<file path="src/rtl/scd_pkg.sv">
// Shared constants, types and CRC function for the sync/CRC-8 pose frame deframer.
package scd_pkg;

    localparam logic [7:0] SYNC_RESET = 8'hA5;
    localparam logic [7:0] CRC_POLY   = 8'h8C;

    localparam int FRAME_LEN   = 1 + 4 * 4 + 1;
    localparam int PAYLOAD_LEN = FRAME_LEN - 2;
    localparam int POS_W       = 5;
    localparam int IDX_W       = 4;

    localparam int CMDQ_DEPTH_DEFAULT = 2;

    typedef enum logic [1:0] {
        CMD_SOF   = 2'b00,
        CMD_DATA  = 2'b01,
        CMD_CHECK = 2'b10
    } cmd_kind_t;

    typedef struct packed {
        cmd_kind_t        kind;
        logic [IDX_W-1:0] idx;
        logic [7:0]       data;
    } cmd_t;

    // reflected CRC-8/MAXIM, one byte
    function automatic logic [7:0] crc8_update(input logic [7:0] crc, input logic [7:0] data);
        logic [7:0] c;
        logic [7:0] d;
        logic       lsb;
        c = crc;
        d = data;
        for (int k = 0; k < 8; k++)
        begin
            lsb = c[0] ^ d[0];
            c   = {1'b0, c[7:1]};
            if (lsb)
            begin
                c = c ^ CRC_POLY;
            end
            d = {1'b0, d[7:1]};
        end
        return c;
    endfunction

endpackage

</file>
<file path="src/rtl/scd_front.sv">
// Front end: sync hunt, byte position tracking and command classification.
module scd_front
    import scd_pkg::*;
(
    input  logic       clk,
    input  logic       rst_n,
    input  logic       push,
    input  logic [7:0] rx_byte,
    input  logic       cfg_we,
    input  logic [7:0] cfg_wdata,
    input  logic       q_full,
    output logic       full,
    output logic       q_push,
    output cmd_t       q_cmd
);

    logic [7:0]       sync_reg;
    logic [POS_W-1:0] pos_reg;
    logic [POS_W-1:0] pos_next;
    logic [POS_W-1:0] pos_m1;
    logic             accept;

    assign full   = q_full;
    assign accept = push && !q_full;
    assign pos_m1 = pos_reg - POS_W'(1);

    always_comb
    begin
        pos_next   = pos_reg;
        q_push     = 1'b0;
        q_cmd.kind = CMD_DATA;
        q_cmd.idx  = pos_m1[IDX_W-1:0];
        q_cmd.data = rx_byte;
        if (accept)
        begin
            if (pos_reg == '0)
            begin
                // hunting: only the sync byte opens a frame
                if (rx_byte == sync_reg)
                begin
                    pos_next   = POS_W'(1);
                    q_push     = 1'b1;
                    q_cmd.kind = CMD_SOF;
                end
            end
            else if (pos_reg <= POS_W'(PAYLOAD_LEN))
            begin
                pos_next   = pos_reg + POS_W'(1);
                q_push     = 1'b1;
                q_cmd.kind = CMD_DATA;
            end
            else
            begin
                pos_next   = '0;
                q_push     = 1'b1;
                q_cmd.kind = CMD_CHECK;
            end
        end
    end

    always_ff @(posedge clk or negedge rst_n)
    begin
        if (!rst_n)
        begin
            pos_reg  <= '0;
            sync_reg <= SYNC_RESET;
        end
        else
        begin
            pos_reg <= pos_next;
            if (cfg_we)
            begin
                sync_reg <= cfg_wdata;
            end
        end
    end

endmodule

</file>
<file path="src/rtl/scd_cmdq.sv">
// Short command queue between front and back ends.
module scd_cmdq
    import scd_pkg::*;
#(
    parameter int DEPTH = CMDQ_DEPTH_DEFAULT
)
(
    input  logic clk,
    input  logic rst_n,
    input  logic wr_en,
    input  cmd_t wr_cmd,
    input  logic rd_en,
    output cmd_t rd_cmd,
    output logic q_empty,
    output logic q_full
);

    localparam int PTR_W = (DEPTH > 1) ? $clog2(DEPTH) : 1;
    localparam int CNT_W = $clog2(DEPTH + 1);

    cmd_t             mem_reg [DEPTH];
    logic [PTR_W-1:0] wr_ptr_reg;
    logic [PTR_W-1:0] rd_ptr_reg;
    logic [CNT_W-1:0] cnt_reg;
    logic [CNT_W-1:0] cnt_next;

    assign q_empty = (cnt_reg == '0);
    assign q_full  = (cnt_reg == CNT_W'(DEPTH));
    assign rd_cmd  = mem_reg[rd_ptr_reg];

    always_comb
    begin
        cnt_next = cnt_reg;
        if (wr_en && !rd_en)
        begin
            cnt_next = cnt_reg + CNT_W'(1);
        end
        else if (rd_en && !wr_en)
        begin
            cnt_next = cnt_reg - CNT_W'(1);
        end
    end

    always_ff @(posedge clk)
    begin
        if (wr_en)
        begin
            mem_reg[wr_ptr_reg] <= wr_cmd;
        end
    end

    always_ff @(posedge clk or negedge rst_n)
    begin
        if (!rst_n)
        begin
            wr_ptr_reg <= '0;
            rd_ptr_reg <= '0;
            cnt_reg    <= '0;
        end
        else
        begin
            cnt_reg <= cnt_next;
            if (wr_en)
            begin
                wr_ptr_reg <= (wr_ptr_reg == PTR_W'(DEPTH - 1)) ? '0 : wr_ptr_reg + PTR_W'(1);
            end
            if (rd_en)
            begin
                rd_ptr_reg <= (rd_ptr_reg == PTR_W'(DEPTH - 1)) ? '0 : rd_ptr_reg + PTR_W'(1);
            end
        end
    end

endmodule

</file>
<file path="src/rtl/scd_back.sv">
// Back end: CRC accumulation, payload assembly and the result register.
module scd_back
    import scd_pkg::*;
(
    input  logic        clk,
    input  logic        rst_n,
    input  logic        q_empty,
    input  cmd_t        q_cmd,
    output logic        q_pop,
    input  logic        pop,
    output logic        empty,
    output logic [31:0] pos_x,
    output logic [31:0] pos_y,
    output logic [31:0] pos_z,
    output logic [31:0] std_dev
);

    logic [7:0]  crc_reg;
    logic [7:0]  crc_next;
    logic [31:0] word_reg [4];
    logic [31:0] res_x_reg;
    logic [31:0] res_y_reg;
    logic [31:0] res_z_reg;
    logic [31:0] res_sd_reg;
    logic        res_valid_reg;
    logic        res_valid_next;
    logic        slot_free;
    logic        wr_byte;
    logic        load_res;

    assign slot_free = !res_valid_reg || pop;
    assign q_pop     = !q_empty && ((q_cmd.kind != CMD_CHECK) || slot_free);

    assign empty   = !res_valid_reg;
    assign pos_x   = res_x_reg;
    assign pos_y   = res_y_reg;
    assign pos_z   = res_z_reg;
    assign std_dev = res_sd_reg;

    always_comb
    begin
        crc_next = crc_reg;
        wr_byte  = 1'b0;
        load_res = 1'b0;
        if (q_pop)
        begin
            unique case (q_cmd.kind)
                CMD_SOF:
                begin
                    crc_next = '0;
                end
                CMD_DATA:
                begin
                    crc_next = crc8_update(crc_reg, q_cmd.data);
                    wr_byte  = 1'b1;
                end
                CMD_CHECK:
                begin
                    load_res = (q_cmd.data == crc_reg);
                end
                default:
                begin
                    crc_next = crc_reg;
                end
            endcase
        end
        res_valid_next = (res_valid_reg && !pop) || load_res;
    end

    always_ff @(posedge clk)
    begin
        if (wr_byte)
        begin
            word_reg[q_cmd.idx[3:2]][{q_cmd.idx[1:0], 3'b000} +: 8] <= q_cmd.data;
        end
        if (load_res)
        begin
            res_x_reg  <= word_reg[0];
            res_y_reg  <= word_reg[1];
            res_z_reg  <= word_reg[2];
            res_sd_reg <= word_reg[3];
        end
    end

    always_ff @(posedge clk or negedge rst_n)
    begin
        if (!rst_n)
        begin
            crc_reg       <= '0;
            res_valid_reg <= 1'b0;
        end
        else
        begin
            crc_reg       <= crc_next;
            res_valid_reg <= res_valid_next;
        end
    end

endmodule

</file>
<file path="src/rtl/sync_crc8_pose_frame_deframer.sv">
// A result reaches the result ports through the command queue and then the result register
// when the result register is free; otherwise it waits until the held result is popped.
// Throughput: one byte per cycle while full is low; the front end and the back end each handle one byte a cycle.
// full rises only while a finished result waits to be popped and the command queue backs up.
// Reset (rst_n low, async): hunt for sync, CRC cleared, queue and result emptied,
// sync value back to 0xA5.
module sync_crc8_pose_frame_deframer
    import scd_pkg::*;
#(
    parameter int CMDQ_DEPTH = CMDQ_DEPTH_DEFAULT
)
(
    input  logic        clk,
    input  logic        rst_n,
    // byte input, queue style
    input  logic        push,
    output logic        full,
    input  logic [7:0]  rx_byte,
    // sync value register
    input  logic        cfg_we,
    input  logic [7:0]  cfg_wdata,
    // pose result, queue style
    output logic        empty,
    input  logic        pop,
    output logic [31:0] pos_x,
    output logic [31:0] pos_y,
    output logic [31:0] pos_z,
    output logic [31:0] std_dev
);

    // Front: tracks the frame position and turns every byte transfer into
    // a command (start of frame, payload byte with its index, checksum).
    // Hunt bytes that are not the sync value make no command.
    logic q_push;
    cmd_t q_wr_cmd;
    logic q_full;

    scd_front u_front (
        .clk       (clk),
        .rst_n     (rst_n),
        .push      (push),
        .rx_byte   (rx_byte),
        .cfg_we    (cfg_we),
        .cfg_wdata (cfg_wdata),
        .q_full    (q_full),
        .full      (full),
        .q_push    (q_push),
        .q_cmd     (q_wr_cmd)
    );

    // Command queue: lets the front keep taking bytes while the back
    // holds a checksum command for a result slot that is still occupied.
    cmd_t q_rd_cmd;
    logic q_empty;
    logic q_pop;

    scd_cmdq #(
        .DEPTH (CMDQ_DEPTH)
    ) u_cmdq (
        .clk     (clk),
        .rst_n   (rst_n),
        .wr_en   (q_push),
        .wr_cmd  (q_wr_cmd),
        .rd_en   (q_pop),
        .rd_cmd  (q_rd_cmd),
        .q_empty (q_empty),
        .q_full  (q_full)
    );

    // Back: runs the CRC, assembles the little-endian words and loads the
    // result register on a checksum match. A mismatch drops the frame.
    scd_back u_back (
        .clk     (clk),
        .rst_n   (rst_n),
        .q_empty (q_empty),
        .q_cmd   (q_rd_cmd),
        .q_pop   (q_pop),
        .pop     (pop),
        .empty   (empty),
        .pos_x   (pos_x),
        .pos_y   (pos_y),
        .pos_z   (pos_z),
        .std_dev (std_dev)
    );

endmodule

</file>
<file path="config.mk">
export PLATFORM = sky130hd
export DESIGN_NAME = sync_crc8_pose_frame_deframer
export DESIGN_NICKNAME = d
export VERILOG_FILES = /design/src/rtl/scd_pkg.sv /design/src/rtl/scd_front.sv /design/src/rtl/scd_cmdq.sv /design/src/rtl/scd_back.sv /design/src/rtl/sync_crc8_pose_frame_deframer.sv
export SDC_FILE = /design/constraint.sdc
export NUM_CORES = 1
export LEC_CHECK = 0
export BUFFER_PORTS_ARGS = -buffer_cell sky130_fd_sc_hd__buf_2
export CORE_MARGIN = 10
export CORE_UTILIZATION = 40
export CTS_CLUSTER_DIAMETER = 60
export DETAILED_ROUTE_END_ITERATION = 6
export GPL_TIMING_DRIVEN = 0
export PLACE_DENSITY = 0.66
export SETUP_SLACK_MARGIN = 0.02
export SLEW_MARGIN = 20
export SYNTH_ARGS = -nofsm -noshare
export SYNTH_HDL_FRONTEND = slang
export SYNTH_SLANG_ARGS = --single-unit
</file>
<file path="constraint.sdc">
create_clock -name clk -period 7.4 [get_ports clk]
set_clock_uncertainty 0.15 [all_clocks]
set_input_delay 0.37 -clock clk [delete_from_list [all_inputs] [get_ports clk]]
set_output_delay 0.37 -clock clk [all_outputs]
set_load 0.005 [all_outputs]
</file>
==> impl_metrics.json <==
{
  "ys_ff_latch": 310,
  "syn-instance-count": 513,
  "start_util_pct": 40.8,
  "finalMaxSlewViolations": 0,
  "path_class": "reg -> reg",
  "instances_no_fill": 1081,
  "hpwlAfterDp_microns": 14100,
  "gr-total-overflow": 0,
  "drt_wl_total_microns": 20700,
  "core-area_sq_um": 26200,
  "synth_ff_type": "edfxtp_1",
  "drt_iter0_markers": 349,
  "antennaDiodeCount": 0,
  "hold_viol_final": 0,
  "first_pass_iters": 5,
  "synth_common_cells": "edfxtp_1 (284), nor2_1 (39), dfrtp_1 (22), and3_1 (17), xnor2_1 (16)",
  "port_buffers": 149,
  "grt_max_degree": 31,
  "grtUsageTotal_pct": 12.1,
  "cts_sinks": 310,
  "cts_made_buffers": 35,
  "die_h_microns": 184,
  "cts_buffer_depth": 3,
  "gp_congestion": 0.782,
  "vias": 5156,
  "required_ns": 7.46,
  "cts_tree": "yes",
  "ys_top_cells_by_area": "edfxtp_1 (80%), dfrtp_1 (5.1%), nor2_1 (1.4%)",
  "wl_per_cell_microns": 19.2,
  "die_x_microns": 184,
  "cts_resized": 0,
  "area_growth_pct": 24.2,
  "p_leak_nw": 4.89,
  "tightest_slew_ns": 0.944,
  "synth.avg_cell_area_sq_um": 20.9,
  "rows": 59,
  "ios": 151,
  "utilization_pct": 50.7,
  "yosysTopAreaCellShare_pct": 79.7,
  "path_clk_slew_ns": 0.06,
  "async_flop_share_pct": 8.39,
  "setup_violations": 0,
  "vdd_drop_max_mv": 0.170,
  "clock.fmax_mhz": 264,
  "largest_reg_flops": 128,
  "synth_area_sq_um": 10700,
  "setup.worst_path.end_class": "register",
  "power_density_nw_per_um2": 376,
  "route.detailed.drc": 0,
  "fin_crit_ns": 3.79,
  "grt_first_pass_wirelength_microns": 31300,
  "crit_start": "u_cmdq.rd_ptr_reg",
  "dieArea_sq_um": 33700,
  "ant_nets": 0,
  "yosys_warnings": 0,
  "crit_fanout": 24,
  "worst_setup_path_start_kind": "register",
  "hold_path_class": "in -> reg",
  "yosysSeqAreaShare_pct": 85.8,
  "clkLatencyLatePin_ns": 0.51,
  "synth_fp_nets": 542,
  "fill_cells": 2067,
  "layout-drive-gt1-share_pct": 30.7,
  "routed_via_density": 4.77,
  "yosysMostFrequentCell": "edfxtp_1",
  "antenna_found_initial": 0,
  "maxCapViolCount": 0,
  "timing.final.crit_share_pct": 51.3,
  "reg2reg_from": "u_cmdq.rd_ptr_reg",
  "final_nets": 751,
  "cts_max_level": 2,
  "dp_cells": 1003,
  "rsz0062_at_grt": "false",
  "status": "finished, final reports clean",
  "hold_ws_ns": 0.0497,
  "critPathArrivalTime_ns": 3.85,
  "synth.distinct_cells": 41,
  "synth_top_cell_by_area": "edfxtp_1",
  "grt_pass1_vias": 5318,
  "slew_headroom_pct": 35.2,
  "min_from": "push",
  "root_buffer": "clkbuf_16",
  "synth_edf_count": 284
}
==> per-layer routing <==
| layer | share of wire [%] | global-route usage (%) | vias up |
|---|---|---|---|
| met5 | 0 | 0 | - |
| met3 | 8.1 | 3.54 | 40 |
| li1 | - | - | 2398 |
| met1 | 41 | 15.0 | 2529 |
| met2 | 48 | 19.7 | 189 |
| met4 | 2.4 | 4.43 | 0 |
==> power by group <==
| group | internal [mW] | switching, mW |
|---|---|---|
| Sequential | 2.19 | 0.0804 |
| Clock | 0.968 | 0.667 |
| Combinational | 0.468 | 0.626 |
==> what timing repair did <==
action                                 CTS  global route
endpoints found under the hold margin   46             0
hold buffers                            17             0
buffers inserted                         0             0
==> critical path, cell delays in order, from the launching register on <==
cell and delay [ns]:
dfrtp_1 0.44, mux2i_1 0.81, xnor2_1 0.31, nor4_1 0.29
nand3_1 0.24, nor2b_4 0.62, buf_16 0.25, buf_16 0.18
buf_16 0.18
==> per-stage QoR <==
step           area (sq um)  power (mW)  worst slack, ns  TNS, ns
5_1_grt               13300        5.23             3.40        0
3_3_place_gp          11900        3.37           -0.214   -25.88
3_5_place_dp          12000        3.40             3.50        0
6_report              13300        5.00             3.61        0
4_1_cts               13300        5.05             3.50        0
2_1_floorplan         10700        3.12             2.00        0
==> cell families (layout without fill, tap and decap cells) <==
logic type | after synthesis | count (layout) | share of synthesized area (%)
muxes | 21 | 21 | 2.48
xor gates and xnor gates | 38 | 38 | 4.03
and+or+nand+nor | 88 | 88 | 3.99
adders and majority gates | 8 | 8 | 0.935
DFF | 310 | 310 | 85.8
buffers and inverters | 20 | 253 | 0.853
AOI/OAI and AO/OA | 28 | 28 | 1.93
==> path summary, 6_finish.rpt <==
path	to	slack [ns]	cells past startpoint
max in group asynchronous	u_back.crc_reg[4]	6.41	2
worst max-delay path	pos_x[7]	3.61	8
worst min-delay path	u_front.pos_reg[4]	0.05	3
min in group asynchronous	u_front.sync_reg[6]	0.27	2
worst min register to register	pos_z[31]	0.26	0
worst max register to register	pos_x[7]	3.61	8
==> placed cells by master, fill, tap and decap left out, drive strengths merged <==
cell type    instances
or3                  2
o41ai                1
mux2i               13
o21ai                7
dfrtp               22
buf                157
a2bb2oi              1
nand2                8
nand2b               3
a211oi               1
clkinv              13
edfxtp             284
and3                17
ha                   8
dlygate4sd3         17
nand3                3
nor2b                2
dfstp                4
bufinv               2
and2                 3
a21oi                3
nand3b               3
xnor3                2
nor3                 5
o31ai                2
o22ai                1
xnor2               19
xor3                 2
clkbuf              48
nor4                 3
nor2                39
a22o                 6
inv                 16
o32ai                4
xor2                15
a32oi                2
mux2                 8
==> area by class of cell <==
type	instances	area [sq um]	share of cell area (%)
flip-flops and latches	310	9180	69.1
plain buffers	9	50.0	0.377
clock buffers	41	920	6.92
repair buffers	172	1050	7.93
well taps	335	419	3.15
multi-input cells	183	1450	10.9
clock inverters	20	179	1.35
inverters	11	41.3	0.311
No activity file was read; power rests on OpenSTA's default activity.
